--- config.mk ---
export PLATFORM = sky130hd
export DESIGN_NAME = two_class_priority_queue_unit
export DESIGN_NICKNAME = d
export VERILOG_FILES = /design/src/hdl/tcpq_pkg.sv /design/src/hdl/tcpq_slot_ram.sv /design/src/hdl/tcpq_seq.sv /design/src/hdl/two_class_priority_queue_unit.sv
export SDC_FILE = /design/constraint.sdc
export NUM_CORES = 1
export LEC_CHECK = 0
export BUFFER_PORTS_ARGS = -buffer_cell sky130_fd_sc_hd__buf_2
export CELL_PAD_IN_SITES_DETAIL_PLACEMENT = 1
export CELL_PAD_IN_SITES_GLOBAL_PLACEMENT = 1
export CORE_MARGIN = 2
export CORE_UTILIZATION = 49
export DETAILED_ROUTE_END_ITERATION = 10
export PLACE_DENSITY_LB_ADDON = 0.1
export SYNTH_ARGS = -nofsm -noshare
export SYNTH_HDL_FRONTEND = slang
export SYNTH_SLANG_ARGS = --single-unit
--- constraint.sdc ---
create_clock -name clk_i -period 7.79 [get_ports clk_i]
set_input_delay 1.558 -clock clk_i [delete_from_list [all_inputs] [get_ports clk_i]]
set_output_delay 1.558 -clock clk_i [all_outputs]
set_load 0.01 [all_outputs]
--- src/hdl/tcpq_pkg.sv ---
package tcpq_pkg;

  localparam int unsigned KEY_W = 30;
  localparam int unsigned TAG_W = 16;
  localparam int unsigned CAP_W = 5;
  localparam int unsigned OCC_W = 5;
  localparam int unsigned ACT_W = 2;
  localparam int unsigned ST_W  = 2;

  localparam logic [CAP_W-1:0] CAP_RESET = 5'd10;

  localparam logic [ACT_W-1:0] ACT_INSERT   = 2'd0;
  localparam logic [ACT_W-1:0] ACT_REMOVE   = 2'd1;
  localparam logic [ACT_W-1:0] ACT_POP_HEAD = 2'd2;
  localparam logic [ACT_W-1:0] ACT_POP_TAIL = 2'd3;

  localparam logic [ST_W-1:0] ST_DONE    = 2'd0;
  localparam logic [ST_W-1:0] ST_FULL    = 2'd1;
  localparam logic [ST_W-1:0] ST_EMPTY   = 2'd2;
  localparam logic [ST_W-1:0] ST_MISSING = 2'd3;

  typedef struct packed {
    logic [ACT_W-1:0] action;
    logic [KEY_W-1:0] key;
    logic             urgent;
    logic [TAG_W-1:0] tag;
  } cmd_t;

  typedef struct packed {
    logic [ST_W-1:0]  status;
    logic [KEY_W-1:0] removed_key;
    logic [TAG_W-1:0] removed_tag;
    logic [OCC_W-1:0] occupancy;
    logic             head_valid;
    logic [KEY_W-1:0] head_key;
    logic             head_urgent;
  } res_t;

endpackage

--- src/hdl/tcpq_slot_ram.sv ---
module tcpq_slot_ram #(
  parameter int unsigned DEPTH_N = 16,
  parameter int unsigned WIDTH   = 47,
  localparam int unsigned AW     = $clog2(DEPTH_N)
) (
  input  logic             clk_i,
  input  logic             rd_en_i,
  input  logic [AW-1:0]    rd_addr_i,
  output logic [WIDTH-1:0] rd_data_o,
  input  logic             wr_en_i,
  input  logic [AW-1:0]    wr_addr_i,
  input  logic [WIDTH-1:0] wr_data_i
);

  logic [WIDTH-1:0] mem_q [DEPTH_N];
  logic [WIDTH-1:0] rd_data_q;

  always_ff @(posedge clk_i) begin
    if (wr_en_i) begin
      mem_q[wr_addr_i] <= wr_data_i;
    end
  end

  always_ff @(posedge clk_i) begin
    if (rd_en_i) begin
      rd_data_q <= mem_q[rd_addr_i];
    end
  end

  assign rd_data_o = rd_data_q;

endmodule

--- src/hdl/tcpq_seq.sv ---
module tcpq_seq #(
  parameter int unsigned DEPTH    = 16,
  parameter int unsigned TAG_BITS = 16
) (
  input  logic                       clk_i,
  input  logic                       rst_ni,
  input  logic                       cmd_valid_i,
  output logic                       cmd_ready_o,
  input  tcpq_pkg::cmd_t             cmd_i,
  input  logic [tcpq_pkg::CAP_W-1:0] cap_i,
  output logic                       res_valid_o,
  input  logic                       res_ready_i,
  output tcpq_pkg::res_t             res_o
);

  // count can never pass the 5-bit limit register
  localparam int unsigned MAXN = (DEPTH < 31) ? DEPTH : 31;
  localparam int unsigned CW   = $clog2(MAXN + 1);
  localparam int unsigned AW   = $clog2(MAXN);
  localparam int unsigned TW   = (TAG_BITS < tcpq_pkg::TAG_W) ? TAG_BITS : tcpq_pkg::TAG_W;
  localparam int unsigned KW   = tcpq_pkg::KEY_W;
  localparam int unsigned EW   = 1 + KW + TW;

  localparam logic [3:0] S_IDLE  = 4'd0;
  localparam logic [3:0] S_SHR   = 4'd1;
  localparam logic [3:0] S_INS   = 4'd2;
  localparam logic [3:0] S_SCAN  = 4'd3;
  localparam logic [3:0] S_POP   = 4'd4;
  localparam logic [3:0] S_POPW  = 4'd5;
  localparam logic [3:0] S_SHL   = 4'd6;
  localparam logic [3:0] S_SHLW  = 4'd7;
  localparam logic [3:0] S_HEAD  = 4'd8;
  localparam logic [3:0] S_HEADW = 4'd9;
  localparam logic [3:0] S_DONE  = 4'd10;

  logic [3:0] state_q, state_d;
  logic [CW-1:0] cnt_q, cnt_d, ucnt_q, ucnt_d;
  logic mv_q, mv_d, chk_q, chk_d, tailchk_q, tailchk_d;
  logic first_q, first_d, issue_q, issue_d;

  logic [KW-1:0] key_q, key_d;
  logic urg_q, urg_d;
  logic [TW-1:0] tag_q, tag_d;
  logic [tcpq_pkg::ST_W-1:0] status_q, status_d;
  logic [KW-1:0] rk_q, rk_d;
  logic [TW-1:0] rt_q, rt_d;
  logic rurg_q, rurg_d, thit_q, thit_d;
  logic [AW-1:0] ptr_q, ptr_d, pos_q, pos_d, mvdst_q, mvdst_d, chkidx_q, chkidx_d;
  logic [KW-1:0] hk_q, hk_d;
  logic hu_q, hu_d;

  logic rd_en, wr_en;
  logic [AW-1:0] rd_addr, wr_addr;
  logic [EW-1:0] rd_data, wr_data;
  logic [KW-1:0] rd_key;
  logic [TW-1:0] rd_tag;
  logic rd_urg, key_hit;

  logic [CW-1:0] cnt_m1;
  logic [AW-1:0] tail_idx, ins_pos;
  logic [tcpq_pkg::CAP_W-1:0] limit;
  logic full;

  logic take_en, take_urg;
  logic [AW-1:0] take_pos;
  logic [KW-1:0] take_key;
  logic [TW-1:0] take_tag;

  tcpq_slot_ram #(
    .DEPTH_N (MAXN),
    .WIDTH   (EW)
  ) u_ram (
    .clk_i     (clk_i),
    .rd_en_i   (rd_en),
    .rd_addr_i (rd_addr),
    .rd_data_o (rd_data),
    .wr_en_i   (wr_en),
    .wr_addr_i (wr_addr),
    .wr_data_i (wr_data)
  );

  // entry layout: {urgent, key, tag}
  assign rd_tag  = rd_data[TW-1:0];
  assign rd_key  = rd_data[TW +: KW];
  assign rd_urg  = rd_data[EW-1];
  assign key_hit = (rd_key == key_q);

  assign cnt_m1   = cnt_q - CW'(1);
  assign tail_idx = cnt_m1[AW-1:0];
  assign ins_pos  = cmd_i.urgent ? ucnt_q[AW-1:0] : cnt_q[AW-1:0];
  assign limit    = (cap_i > tcpq_pkg::CAP_W'(MAXN)) ? tcpq_pkg::CAP_W'(MAXN) : cap_i;
  assign full     = (tcpq_pkg::CAP_W'(cnt_q) >= limit);

  always_comb begin
    state_d   = state_q;
    cnt_d     = cnt_q;
    ucnt_d    = ucnt_q;
    mv_d      = 1'b0;
    chk_d     = 1'b0;
    tailchk_d = 1'b0;
    first_d   = first_q;
    issue_d   = issue_q;
    key_d     = key_q;
    urg_d     = urg_q;
    tag_d     = tag_q;
    status_d  = status_q;
    rk_d      = rk_q;
    rt_d      = rt_q;
    rurg_d    = rurg_q;
    thit_d    = thit_q;
    ptr_d     = ptr_q;
    pos_d     = pos_q;
    mvdst_d   = mvdst_q;
    chkidx_d  = chkidx_q;
    hk_d      = hk_q;
    hu_d      = hu_q;
    rd_en     = 1'b0;
    rd_addr   = ptr_q;
    wr_en     = mv_q;
    wr_addr   = mvdst_q;
    wr_data   = rd_data;
    take_en   = 1'b0;
    take_pos  = pos_q;
    take_key  = rd_key;
    take_tag  = rd_tag;
    take_urg  = rd_urg;

    case (state_q)
      S_IDLE: begin
        if (cmd_valid_i) begin
          key_d    = cmd_i.key;
          urg_d    = cmd_i.urgent;
          tag_d    = cmd_i.tag[TW-1:0];
          status_d = tcpq_pkg::ST_DONE;
          rk_d     = '0;
          rt_d     = '0;
          case (cmd_i.action)
            tcpq_pkg::ACT_INSERT: begin
              if (full) begin
                status_d = tcpq_pkg::ST_FULL;
                state_d  = S_HEAD;
              end else begin
                pos_d = ins_pos;
                if (cmd_i.urgent && (ucnt_q != cnt_q)) begin
                  ptr_d   = tail_idx;
                  state_d = S_SHR;
                end else begin
                  state_d = S_INS;
                end
              end
            end
            tcpq_pkg::ACT_REMOVE: begin
              if (cnt_q == '0) begin
                status_d = tcpq_pkg::ST_MISSING;
                state_d  = S_HEAD;
              end else begin
                // tail is read first, then the scan runs from the head
                ptr_d   = tail_idx;
                first_d = 1'b1;
                issue_d = 1'b1;
                thit_d  = 1'b0;
                state_d = S_SCAN;
              end
            end
            default: begin
              if (cnt_q == '0) begin
                status_d = tcpq_pkg::ST_EMPTY;
                state_d  = S_HEAD;
              end else begin
                pos_d   = (cmd_i.action == tcpq_pkg::ACT_POP_HEAD) ? '0 : tail_idx;
                state_d = S_POP;
              end
            end
          endcase
        end
      end
      S_SHR: begin
        rd_en   = 1'b1;
        mv_d    = 1'b1;
        mvdst_d = ptr_q + AW'(1);
        if (ptr_q == pos_q) begin
          state_d = S_INS;
        end else begin
          ptr_d = ptr_q - AW'(1);
        end
      end
      S_INS: begin
        // wait while the last move is still writing
        if (!mv_q) begin
          wr_en   = 1'b1;
          wr_addr = pos_q;
          wr_data = {urg_q, key_q, tag_q};
          cnt_d   = cnt_q + CW'(1);
          if (urg_q) begin
            ucnt_d = ucnt_q + CW'(1);
          end
          state_d = S_HEAD;
        end
      end
      S_SCAN: begin
        if (issue_q) begin
          rd_en     = 1'b1;
          chk_d     = 1'b1;
          chkidx_d  = ptr_q;
          tailchk_d = first_q;
          if (first_q) begin
            first_d = 1'b0;
            ptr_d   = '0;
          end else if (ptr_q == tail_idx) begin
            issue_d = 1'b0;
          end else begin
            ptr_d = ptr_q + AW'(1);
          end
        end
        if (chk_q) begin
          if (tailchk_q) begin
            thit_d = key_hit;
            rk_d   = rd_key;
            rt_d   = rd_tag;
            rurg_d = rd_urg;
          end else if (key_hit) begin
            take_en  = 1'b1;
            take_pos = chkidx_q;
          end else if (thit_q) begin
            // head missed, tail matched
            take_en  = 1'b1;
            take_pos = tail_idx;
            take_key = rk_q;
            take_tag = rt_q;
            take_urg = rurg_q;
          end else if (chkidx_q == tail_idx) begin
            status_d = tcpq_pkg::ST_MISSING;
            rk_d     = '0;
            rt_d     = '0;
            state_d  = S_HEAD;
          end
        end
      end
      S_POP: begin
        rd_en   = 1'b1;
        rd_addr = pos_q;
        state_d = S_POPW;
      end
      S_POPW: begin
        take_en = 1'b1;
      end
      S_SHL: begin
        rd_en   = 1'b1;
        mv_d    = 1'b1;
        mvdst_d = ptr_q - AW'(1);
        if (ptr_q == tail_idx) begin
          state_d = S_SHLW;
        end else begin
          ptr_d = ptr_q + AW'(1);
        end
      end
      S_SHLW: begin
        cnt_d   = cnt_m1;
        state_d = S_HEAD;
      end
      S_HEAD: begin
        if (cnt_q == '0) begin
          hk_d    = '0;
          hu_d    = 1'b0;
          state_d = S_DONE;
        end else begin
          rd_en   = 1'b1;
          rd_addr = '0;
          state_d = S_HEADW;
        end
      end
      S_HEADW: begin
        hk_d    = rd_key;
        hu_d    = rd_urg;
        state_d = S_DONE;
      end
      S_DONE: begin
        if (res_ready_i) begin
          state_d = S_IDLE;
        end
      end
      default: begin
        state_d = S_IDLE;
      end
    endcase

    if (take_en) begin
      rk_d  = take_key;
      rt_d  = take_tag;
      pos_d = take_pos;
      if (take_urg && (ucnt_q != '0)) begin
        ucnt_d = ucnt_q - CW'(1);
      end
      if (take_pos == tail_idx) begin
        cnt_d   = cnt_m1;
        state_d = S_HEAD;
      end else begin
        ptr_d   = take_pos + AW'(1);
        state_d = S_SHL;
      end
    end
  end

  always_ff @(posedge clk_i or negedge rst_ni) begin
    if (!rst_ni) begin
      state_q   <= S_IDLE;
      cnt_q     <= '0;
      ucnt_q    <= '0;
      mv_q      <= 1'b0;
      chk_q     <= 1'b0;
      tailchk_q <= 1'b0;
      first_q   <= 1'b0;
      issue_q   <= 1'b0;
    end else begin
      state_q   <= state_d;
      cnt_q     <= cnt_d;
      ucnt_q    <= ucnt_d;
      mv_q      <= mv_d;
      chk_q     <= chk_d;
      tailchk_q <= tailchk_d;
      first_q   <= first_d;
      issue_q   <= issue_d;
    end
  end

  always_ff @(posedge clk_i) begin
    key_q    <= key_d;
    urg_q    <= urg_d;
    tag_q    <= tag_d;
    status_q <= status_d;
    rk_q     <= rk_d;
    rt_q     <= rt_d;
    rurg_q   <= rurg_d;
    thit_q   <= thit_d;
    ptr_q    <= ptr_d;
    pos_q    <= pos_d;
    mvdst_q  <= mvdst_d;
    chkidx_q <= chkidx_d;
    hk_q     <= hk_d;
    hu_q     <= hu_d;
  end

  assign cmd_ready_o = (state_q == S_IDLE);
  assign res_valid_o = (state_q == S_DONE);

  assign res_o.status      = status_q;
  assign res_o.removed_key = rk_q;
  assign res_o.removed_tag = tcpq_pkg::TAG_W'(rt_q);
  assign res_o.occupancy   = tcpq_pkg::OCC_W'(cnt_q);
  assign res_o.head_valid  = (cnt_q != '0);
  assign res_o.head_key    = hk_q;
  assign res_o.head_urgent = hu_q;

  a_urgent_run_fits: assert property (@(posedge clk_i) disable iff (!rst_ni)
    ucnt_q <= cnt_q)
    else $error("urgent run longer than queue");

  a_count_bound: assert property (@(posedge clk_i) disable iff (!rst_ni)
    cnt_q <= CW'(MAXN))
    else $error("entry count beyond storage");

  a_move_in_shift: assert property (@(posedge clk_i) disable iff (!rst_ni)
    mv_q |-> (state_q == S_SHR || state_q == S_INS || state_q == S_SHL ||
              state_q == S_SHLW))
    else $error("slot move pending outside a shift");

  a_empty_head_zero: assert property (@(posedge clk_i) disable iff (!rst_ni)
    (state_q == S_DONE && cnt_q == '0) |-> (hk_q == '0 && !hu_q))
    else $error("empty queue reports a head entry");

endmodule

--- src/hdl/two_class_priority_queue_unit.sv ---
// Bounded two-class queue: urgent entries form a run at the front, a new
// urgent entry joins the end of that run and a normal one goes to the back.
// Each request on the slave stream gives exactly one response on the master
// stream with status, removed entry, occupancy and the head entry. Slots sit
// in a single-port-read, single-port-write RAM walked by one sequencer with
// one key comparator, so the RAM read port sets the rate. An insert first
// shifts the entries behind its slot up, then writes the new entry; a pop
// reads the entry and shifts the entries behind it down; remove-by-key
// does a tail probe, a scan to the match, then the shift-down of the entries
// behind it. Every response then passes through an output register. No new
// request is taken while one is in work; a finished response waits in the
// output register. capacity_limit resets to 10 and is clamped to the slot
// count.
module two_class_priority_queue_unit #(
  parameter int unsigned DEPTH    = 16,
  parameter int unsigned TAG_BITS = 16
) (
  input  logic        clk_i,
  input  logic        rst_ni,
  input  logic        s_axis_tvalid,
  output logic        s_axis_tready,
  input  logic [47:0] s_axis_tdata,  // action[1:0], key[31:2], tag[47:32]
  input  logic        s_axis_tuser,  // urgent
  output logic        m_axis_tvalid,
  input  logic        m_axis_tready,
  // status[1:0], removed_key[31:2], removed_tag[47:32], occupancy[52:48],
  // head_valid[53], head_key[83:54], head_urgent[84], zero pad[87:85]
  output logic [87:0] m_axis_tdata,
  input  logic        cfg_valid_i,
  output logic        cfg_ready_o,
  input  logic [4:0]  cfg_data_i
);

  logic [tcpq_pkg::CAP_W-1:0] cap_q;
  tcpq_pkg::cmd_t cmd;
  tcpq_pkg::res_t res, out_q;
  logic res_valid, res_ready, out_valid_q, out_valid_d;

  assign cmd.action = s_axis_tdata[1:0];
  assign cmd.key    = s_axis_tdata[31:2];
  assign cmd.tag    = s_axis_tdata[47:32];
  assign cmd.urgent = s_axis_tuser;

  assign cfg_ready_o = 1'b1;

  always_ff @(posedge clk_i or negedge rst_ni) begin
    if (!rst_ni) begin
      cap_q <= tcpq_pkg::CAP_RESET;
    end else if (cfg_valid_i) begin
      cap_q <= cfg_data_i;
    end
  end

  tcpq_seq #(
    .DEPTH    (DEPTH),
    .TAG_BITS (TAG_BITS)
  ) u_seq (
    .clk_i       (clk_i),
    .rst_ni      (rst_ni),
    .cmd_valid_i (s_axis_tvalid),
    .cmd_ready_o (s_axis_tready),
    .cmd_i       (cmd),
    .cap_i       (cap_q),
    .res_valid_o (res_valid),
    .res_ready_i (res_ready),
    .res_o       (res)
  );

  assign res_ready = !out_valid_q || m_axis_tready;

  always_comb begin
    out_valid_d = out_valid_q;
    if (res_valid && res_ready) begin
      out_valid_d = 1'b1;
    end else if (m_axis_tready) begin
      out_valid_d = 1'b0;
    end
  end

  always_ff @(posedge clk_i or negedge rst_ni) begin
    if (!rst_ni) begin
      out_valid_q <= 1'b0;
    end else begin
      out_valid_q <= out_valid_d;
    end
  end

  always_ff @(posedge clk_i) begin
    if (res_valid && res_ready) begin
      out_q <= res;
    end
  end

  assign m_axis_tvalid = out_valid_q;
  assign m_axis_tdata  = {3'b000, out_q.head_urgent, out_q.head_key, out_q.head_valid,
                          out_q.occupancy, out_q.removed_tag, out_q.removed_key,
                          out_q.status};

endmodule
==> key figures, run 1 <==
Route
  • Vias post-DR: 21000
  • Routed Antenna Nets: 0
  • Initial DRC Count: 2069
  • DR pass1 iterations: 5
  • DRC: 0
  • Final WL: 105000 microns
  • Via/cell ratio: 5.97
  • Routed len/inst: 29.7 microns

Flow run
  • Max Cap Viol: 0

Clock network
  • CTS buffer count: 106
  • Postcts setup bufs: 0
  • Clk buf depth: 3
  • CTS Hold Buffers Added: 0
  • Post_cts resized: 0
  • Number of H-tree levels: 3
  • Clk sink count: 1053
  • Root Buffer: clkbuf_16
  • CTS tree: yes
  • CTS clk-pin slew, worst paths: 0.06 ns
  • Clock Latency Late Sink: 0.68 ns

Synth
  • Post-synth EDFFs: 1024
  • Sequential cell area fraction in the yosys report: 76.5%
  • Top cells by area in the synthesized netlist: edfxtp_1 75%, mux4_2 9.5%, nand2_1 2.0%
  • Top cell type's share of synthesized area: 74.8%
  • Flops & latches, synth: 1053
  • Post-synth cell types: 75
  • Dominant cell type by area after synthesis: edfxtp_1
  • Asr flop ratio synth: 2.37%
  • Number of synthesis warnings: 0
  • Most frequent cell after synthesis: edfxtp_1
  • Most frequent cells after synthesis: 1024 x edfxtp_1, 218 x nand2_1, 173 x mux4_2
  • Syn avg cell area: 19.0 sq um
  • Cells after Synth: 2167
  • Top FF cell, synth: edfxtp_1
  • Synth Cell Area: 41100 sq um

Power and ir drop
  • Combinational Power Share: 29.4%
  • Flop pwr share: 43.6%
  • Power Dens Cells: 426 nW/um^2
  • Pint: 13.5 mW
  • P_leak: 15.6 nW
  • Sw Share: 32.7%
  • VDD IR-drop max: 0.512 mV
  • P_sw: 6.54 mW
  • Clock power share: 27.0%

Timing
  • Setup TNS: 0 ns
  • Final Hold Viols: 0
  • RSZ-0062 raised after global routing: false
  • Max Fclk: 0.184 GHz
  • Least-Margin Pin Slew: 1.33 ns
  • Period minus WS final: 5.43 ns
  • Slew headroom: 10.8%
  • Final setup skew: 0.0267 ns
  • Final setup viols: 0
  • Smallest hold slack: 0.412 ns
  • Period Utilization, post-route: 69.7%
  • Slew Viols, Final: 0

Worst setup path
  • Worst Path Arrival: 5.95 ns
  • WS Path Type: flip-flop to flip-flop
  • Crit. End Element: flip-flop
  • Startpoint types: flip-flop
  • WP data required: 8.32 ns
  • Crit path max fanout: 32

Finish
  • Fraction of layout cells with a size suffix above 1: 23.4%
  • Net count reported at finish: 2421
  • Synth-to-layout area growth: 14.1%
  • Fin util: 56.3%

GRT
  • Initial antenna violation count: 11
  • Vias in the first global route: 22600
  • Total track usage: 24.7%
  • GR Overflow Total: 0
  • First-pass GRT wire length: 153000 microns
  • Largest net degree at the start of global routing: 117

Floorplan
  • IO Count: 150
  • # rows: 106
  • Die Width: 294 microns
  • Core area: 83300 sq um
  • Die Y-Extent: 294 microns
  • Initial Util: 49.3%
  • Die ar.: 86200 sq um

Outcome
  • Outcome: finished clean

Placement
  • Placer Congestion: 0.839
  • Dpl hpwl: 57100 microns
  • I/O Buffers: 145

Worst hold path
  • Worst hold path class: flip-flop to flip-flop
registers in the layout (all words and copies together) (netlist names), 2 cells and up:
| signal | count |
|---|---|
| cap_q | 5 |
| m_axis_tdata | 85 |
| u_seq.chkidx_q | 4 |
| u_seq.cnt_q | 5 |
| u_seq.hk_q | 30 |
| u_seq.key_q | 30 |
| u_seq.mvdst_q | 4 |
| u_seq.pos_q | 4 |
| u_seq.ptr_q | 4 |
| u_seq.rk_q | 30 |
| u_seq.rt_q | 16 |
| u_seq.state_q | 4 |
| u_seq.status_q | 2 |
| u_seq.tag_q | 16 |
| u_seq.u_ram.mem_q | 752 |
| u_seq.u_ram.rd_data_o | 47 |
| u_seq.ucnt_q | 5 |
critical path: stages, from the launching register on:
cell and delay [ns]:
edfxtp_1 0.54, xor2_1 0.28, nor4_1 1.15, nand4_1 0.67, nor2_1 0.60, o21ai_1 0.28
nand2_1 0.40, a21o_1 0.82, buf_4 0.36, and2_1 0.16
power by group through the flow:
stage / Sequential [mW] / Clock [mW] / Combinational, mW
3_5_place_dp: 8.83 / 0 / 5.92
2_1_floorplan: 8.51 / 0 / 4.09
3_3_place_gp: 8.77 / 0 / 5.76
5_1_grt: 8.80 / 5.70 / 6.40
4_1_cts: 8.72 / 5.50 / 5.95
6_report: 8.72 / 5.40 / 5.88
placed cells by master (no fill, tap or decap), types with 22 or more instances in the layout:
cell type	instances
a21oi_1	22
a22oi_1	49
and2_1	78
buf_2	145
buf_4	37
clkbuf_16	110
clkinv_2	26
dfrtp_1	23
edfxtp_1	1024
inv_1	24
mux4_2	173
nand2_1	217
nand2b_1	55
nand3_1	56
nor2_1	26
o21ai_0	25
xor2_1	44
per-layer routing:
metal  share of wire, %  global-route usage (%)  wire (microns)
met2                 47                    39.4           49600
met5              0.022                       0              23
met3                7.4                    5.33            7710
met4                2.4                    6.68            2470
met1                 43                    34.9           44700
cell families (layout without fill, tap and decap cells):
family          count (synthesis)  after routing  share of synthesized area (%)
flops                        1053           1053                           76.5
xor+xnor                       65             65                           1.46
compound gates                173            173                           2.97
other cells                     2              7                         0.0183
fa+ha+maj                      12             12                          0.365
simple gates                  523            523                           6.23
buf+inv                       137            411                           1.63
mux                           202            202                           10.8
area by class of cell:
| cell class | count | area (sq um) |
|---|---|---|
| Antenna cell | 3 | 7.51 |
| Clock buffer | 126 | 2830 |
| Clock inverter | 75 | 892 |
| Fill cell | 7266 | 36400 |
| Inverter | 25 | 93.8 |
| Multi-Input combinational cell | 979 | 9210 |
| Sequential cell | 1053 | 31500 |
| Tap cell | 1080 | 1350 |
| Timing Repair Buffer | 185 | 1060 |
metrics by stage:
stage | cell area [sq um] | std cells | power (mW) | setup slack [ns]
final | 46900 | 3526 | 20.0 | 2.36
after global routing | 46900 | 3523 | 20.9 | 2.12
after CTS | 46900 | 3523 | 20.2 | 2.35
after detailed placement | 43200 | 3322 | 14.8 | 2.46
after global placement | 43200 | 3322 | 14.5 | 2.33
after floorplan | 41100 | 2169 | 12.6 | 2.42
worst paths after layout:
check                                               start              end  depth (start not counted)  slack (ns)
max in group asynchronous                          rst_ni   u_seq.cnt_q[0]                          1        6.46
min in group asynchronous                          rst_ni    u_seq.issue_q                          1        0.91
worst min-delay path                    u_seq.status_q[1]  m_axis_tdata[1]                          0        0.41
worst max register to register  u_seq.u_ram.rd_data_o[37]    u_seq.rt_q[8]                          9        2.36
worst min register to register          u_seq.status_q[1]  m_axis_tdata[1]                          0        0.41
worst max-delay path            u_seq.u_ram.rd_data_o[37]    u_seq.rt_q[8]                          9        2.36
Power figures use the tool's default switching activity.
==> run 2, diff against run 1 <==
--- a/config.mk
+++ b/config.mk
@@ -5,11 +5,12 @@
 export SDC_FILE = /design/constraint.sdc
 export NUM_CORES = 1
 export LEC_CHECK = 0
+export ABC_AREA = 1
 export BUFFER_PORTS_ARGS = -buffer_cell sky130_fd_sc_hd__buf_2
 export CELL_PAD_IN_SITES_DETAIL_PLACEMENT = 1
 export CELL_PAD_IN_SITES_GLOBAL_PLACEMENT = 1
 export CORE_MARGIN = 2
-export CORE_UTILIZATION = 49
+export CORE_UTILIZATION = 51
 export DETAILED_ROUTE_END_ITERATION = 10
 export PLACE_DENSITY_LB_ADDON = 0.1
 export SYNTH_ARGS = -nofsm -noshare
==> constraint.sdc (replaced) <==
create_clock -name clk_i -period 5.1 [get_ports clk_i]
set_input_delay 1.02 -clock clk_i [delete_from_list [all_inputs] [get_ports clk_i]]
set_output_delay 1.02 -clock clk_i [all_outputs]
set_load 0.01 [all_outputs]
==> key figures, run 2 <==
Route
  • Via/cell ratio: 5.64
  • DRC: 0
  • Initial DRC Count: 2075
  • DR pass1 iterations: 5
  • Routed len/inst: 23.6 microns
  • Routed Antenna Nets: 0
  • Final WL: 116000 microns
  • Vias post-DR: 27800

Worst setup path
  • Worst Path Arrival: 4.25 ns
  • Crit-path max cell delay: 0.73 ns
  • Crit. End Element: flip-flop
  • Slowest CP cell: nor2_4
  • Worst Setup EP: u_seq.u_ram.mem_q[15][20]
  • WS Path Type: flip-flop to flip-flop
  • Startpoint types: flip-flop
  • Flop-to-flop setup slack: 1.20 ns
  • Crit path launch: u_seq.state_q[3]
  • Worst reg2reg endpoint: u_seq.u_ram.mem_q[15][20]
  • Crit path max fanout: 19
  • Cell breakdown of the critical path: nor2_1, inv_2, nor2_2, inv_1, nor2_4, inv_1, o21ai_0, nand2_1, nor2_4, buf_4
  • CP delay by family, top: simple AND/OR/NAND/NOR gates
  • Worst r2r src: u_seq.state_q[3]
  • WP depth: 10
  • FF-to-FF path depth: 10
  • WP data required: 5.44 ns
  • Bufs and invs on worst path: 4

Clock network
  • Clock Latency Late Sink: 0.69 ns
  • Root Buffer: clkbuf_16
  • Clk buf depth: 3
  • CTS buffer count: 110
  • CTS Hold Buffers Added: 0
  • Postcts setup bufs: 0
  • CTS clk-pin slew, worst paths: 0.07 ns
  • Clk sink count: 1053
  • CTS tree: yes
  • Number of H-tree levels: 3
  • Post_cts resized: 0

Synth
  • Cells after Synth: 3540
  • Top FF cell, synth: edfxtp_1
  • Sequential cell area fraction in the yosys report: 72.5%
  • Most frequent cell after synthesis: edfxtp_1
  • Syn avg cell area: 12.3 sq um
  • Top cells by area in the synthesized netlist: edfxtp_1 71%, o211ai_1 5.0%, nand2_1 4.9%
  • Number of synthesis warnings: 0
  • Asr flop ratio synth: 2.37%
  • Synth Cell Area: 43400 sq um
  • Top cell type's share of synthesized area: 70.9%
  • Most frequent cells after synthesis: 1024 x edfxtp_1, 568 x nand2_1, 521 x inv_1
  • Post-synth cell types: 43
  • Post-synth EDFFs: 1024
  • Dominant cell type by area after synthesis: edfxtp_1
  • Flops & latches, synth: 1053

Placement
  • Dpl hpwl: 66600 microns
  • I/O Buffers: 145
  • Post-placement cell area: 45800 sq um
  • Placer Congestion: 0.893
  • Placed instance count: 4718
  • Dpl ws: 1.26 ns

Timing
  • RSZ-0062 raised after global routing: false
  • Final setup skew: 0.0330 ns
  • Smallest hold slack: 0.383 ns
  • Slew headroom: 12.5%
  • Setup TNS: 0 ns
  • Least-Margin Pin Slew: 1.30 ns
  • Final Hold Viols: 0
  • Slew Viols, Final: 0
  • Max Fclk: 0.256 GHz
  • Final setup margin: 1.20 ns
  • Period minus WS final: 3.90 ns
  • Final setup viols: 0
  • Period Utilization, post-route: 76.5%

Floorplan
  • # rows: 106
  • Die Width: 296 microns
  • Die Y-Extent: 296 microns
  • Die ar.: 87400 sq um
  • Initial Util: 51.7%
  • IO Count: 150
  • Core area: 84000 sq um

GRT
  • GR Overflow Total: 0
  • Largest net degree at the start of global routing: 165
  • Grt met2 use: 44.9%
  • Grt met3 use: 4.04%
  • First-pass GRT wire length: 175000 microns
  • Vias in the first global route: 29100
  • Initial antenna violation count: 1
  • Grt peak-use layer: met2
  • Global routing usage on met1: 35.9%
  • Total track usage: 26.8%

Power and ir drop
  • P_leak: 18.5 nW
  • Total Power: 32.9 mW
  • VDD IR-drop max: 0.478 mV
  • Power Dens Cells: 668 nW/um^2

Outcome
  • Outcome: finished clean

Finish
  • Commonest cells after routing, fill and taps aside: 1024 x edfxtp_1, 568 x nand2_1, 520 x inv_1
  • Fraction of layout cells with a size suffix above 1: 12.1%
  • Number of fill cells in the layout: 8411
  • Fin util: 58.7%
  • Synth-to-layout area growth: 13.6%
  • Multi-input logic area: 9220 sq um
  • Fin cells: 4921
  • Storage element area: 31500 sq um
  • Net count reported at finish: 3768
  • Max reg flops: 752
  • Antenna cells: 0
  • Final std cell area, no fill: 49300 sq um
  • Commonest non-fill, non-tap cell in the layout: edfxtp_1
  • Top reg by flops: u_seq.u_ram.mem_q

Flow run
  • Max Cap Viol: 0

Worst hold path
  • Worst hold path class: primary input to asynchronous set/reset pin
-- run 2: cell count changes after synthesis, sizes merged, moves of 56 or more --
cell / before / now
nand2b: 56 / 0
o211ai: 4 / 289
inv: 25 / 537
nor2: 43 / 169
o21ai: 27 / 284
and2: 80 / 0
nand3: 56 / 142
a21oi: 24 / 210
nand2: 218 / 574
buf: 54 / 116
mux4: 188 / 0
-- run 2: how the worst min path moves through the flow --
stage | startpoint | endpoint
after floorplan | u_seq.status_q[0] | m_axis_tdata[0]
after global placement | u_seq.hk_q[17] | m_axis_tdata[71]
after detailed placement | u_seq.hk_q[14] | m_axis_tdata[68]
after CTS | rst_ni | u_seq.cnt_q[0]
after global routing | rst_ni | u_seq.cnt_q[0]
final | rst_ni | u_seq.cnt_q[0]
-- run 2: logic make-up (layout without fill, tap and decap cells) --
group,count (synthesis),count (layout),synth area share (%)
DFF,1053,1053,72.5
and+or+nand+nor,906,906,8.54
AOI/OAI and AO/OA,805,805,11.1
buffers and inverters,725,970,6.70
xor gates and xnor gates,36,36,0.727
adders and majority gates,12,12,0.346
other,2,4,0.0173
muxes,1,1,0.0231
-- run 2: power breakdown --
group	internal [mW]	total, mW	switching [mW]
clock	4.52	7.85	3.33
combinational	3.24	12.0	8.72
sequential	12.5	13.1	0.613
total	20.2	32.9	12.7
-- run 2: cell type report --
class / instances / area share [%]
tap: 1134 / 2.88
timing repair buffer: 230 / 3.35
sequential: 1053 / 63.8
clock buffer: 133 / 5.85
multi-input combinational: 1764 / 18.7
clock inverter: 69 / 1.26
inverter: 538 / 4.10
-- run 2: metal layers --
metal | up-vias | wire length [microns]
li1 | 12700 | -
met1 | 14100 | 49900
met4 | 0 | 3500
met2 | 750 | 56500
met5 | - | 0
met3 | 231 | 6070
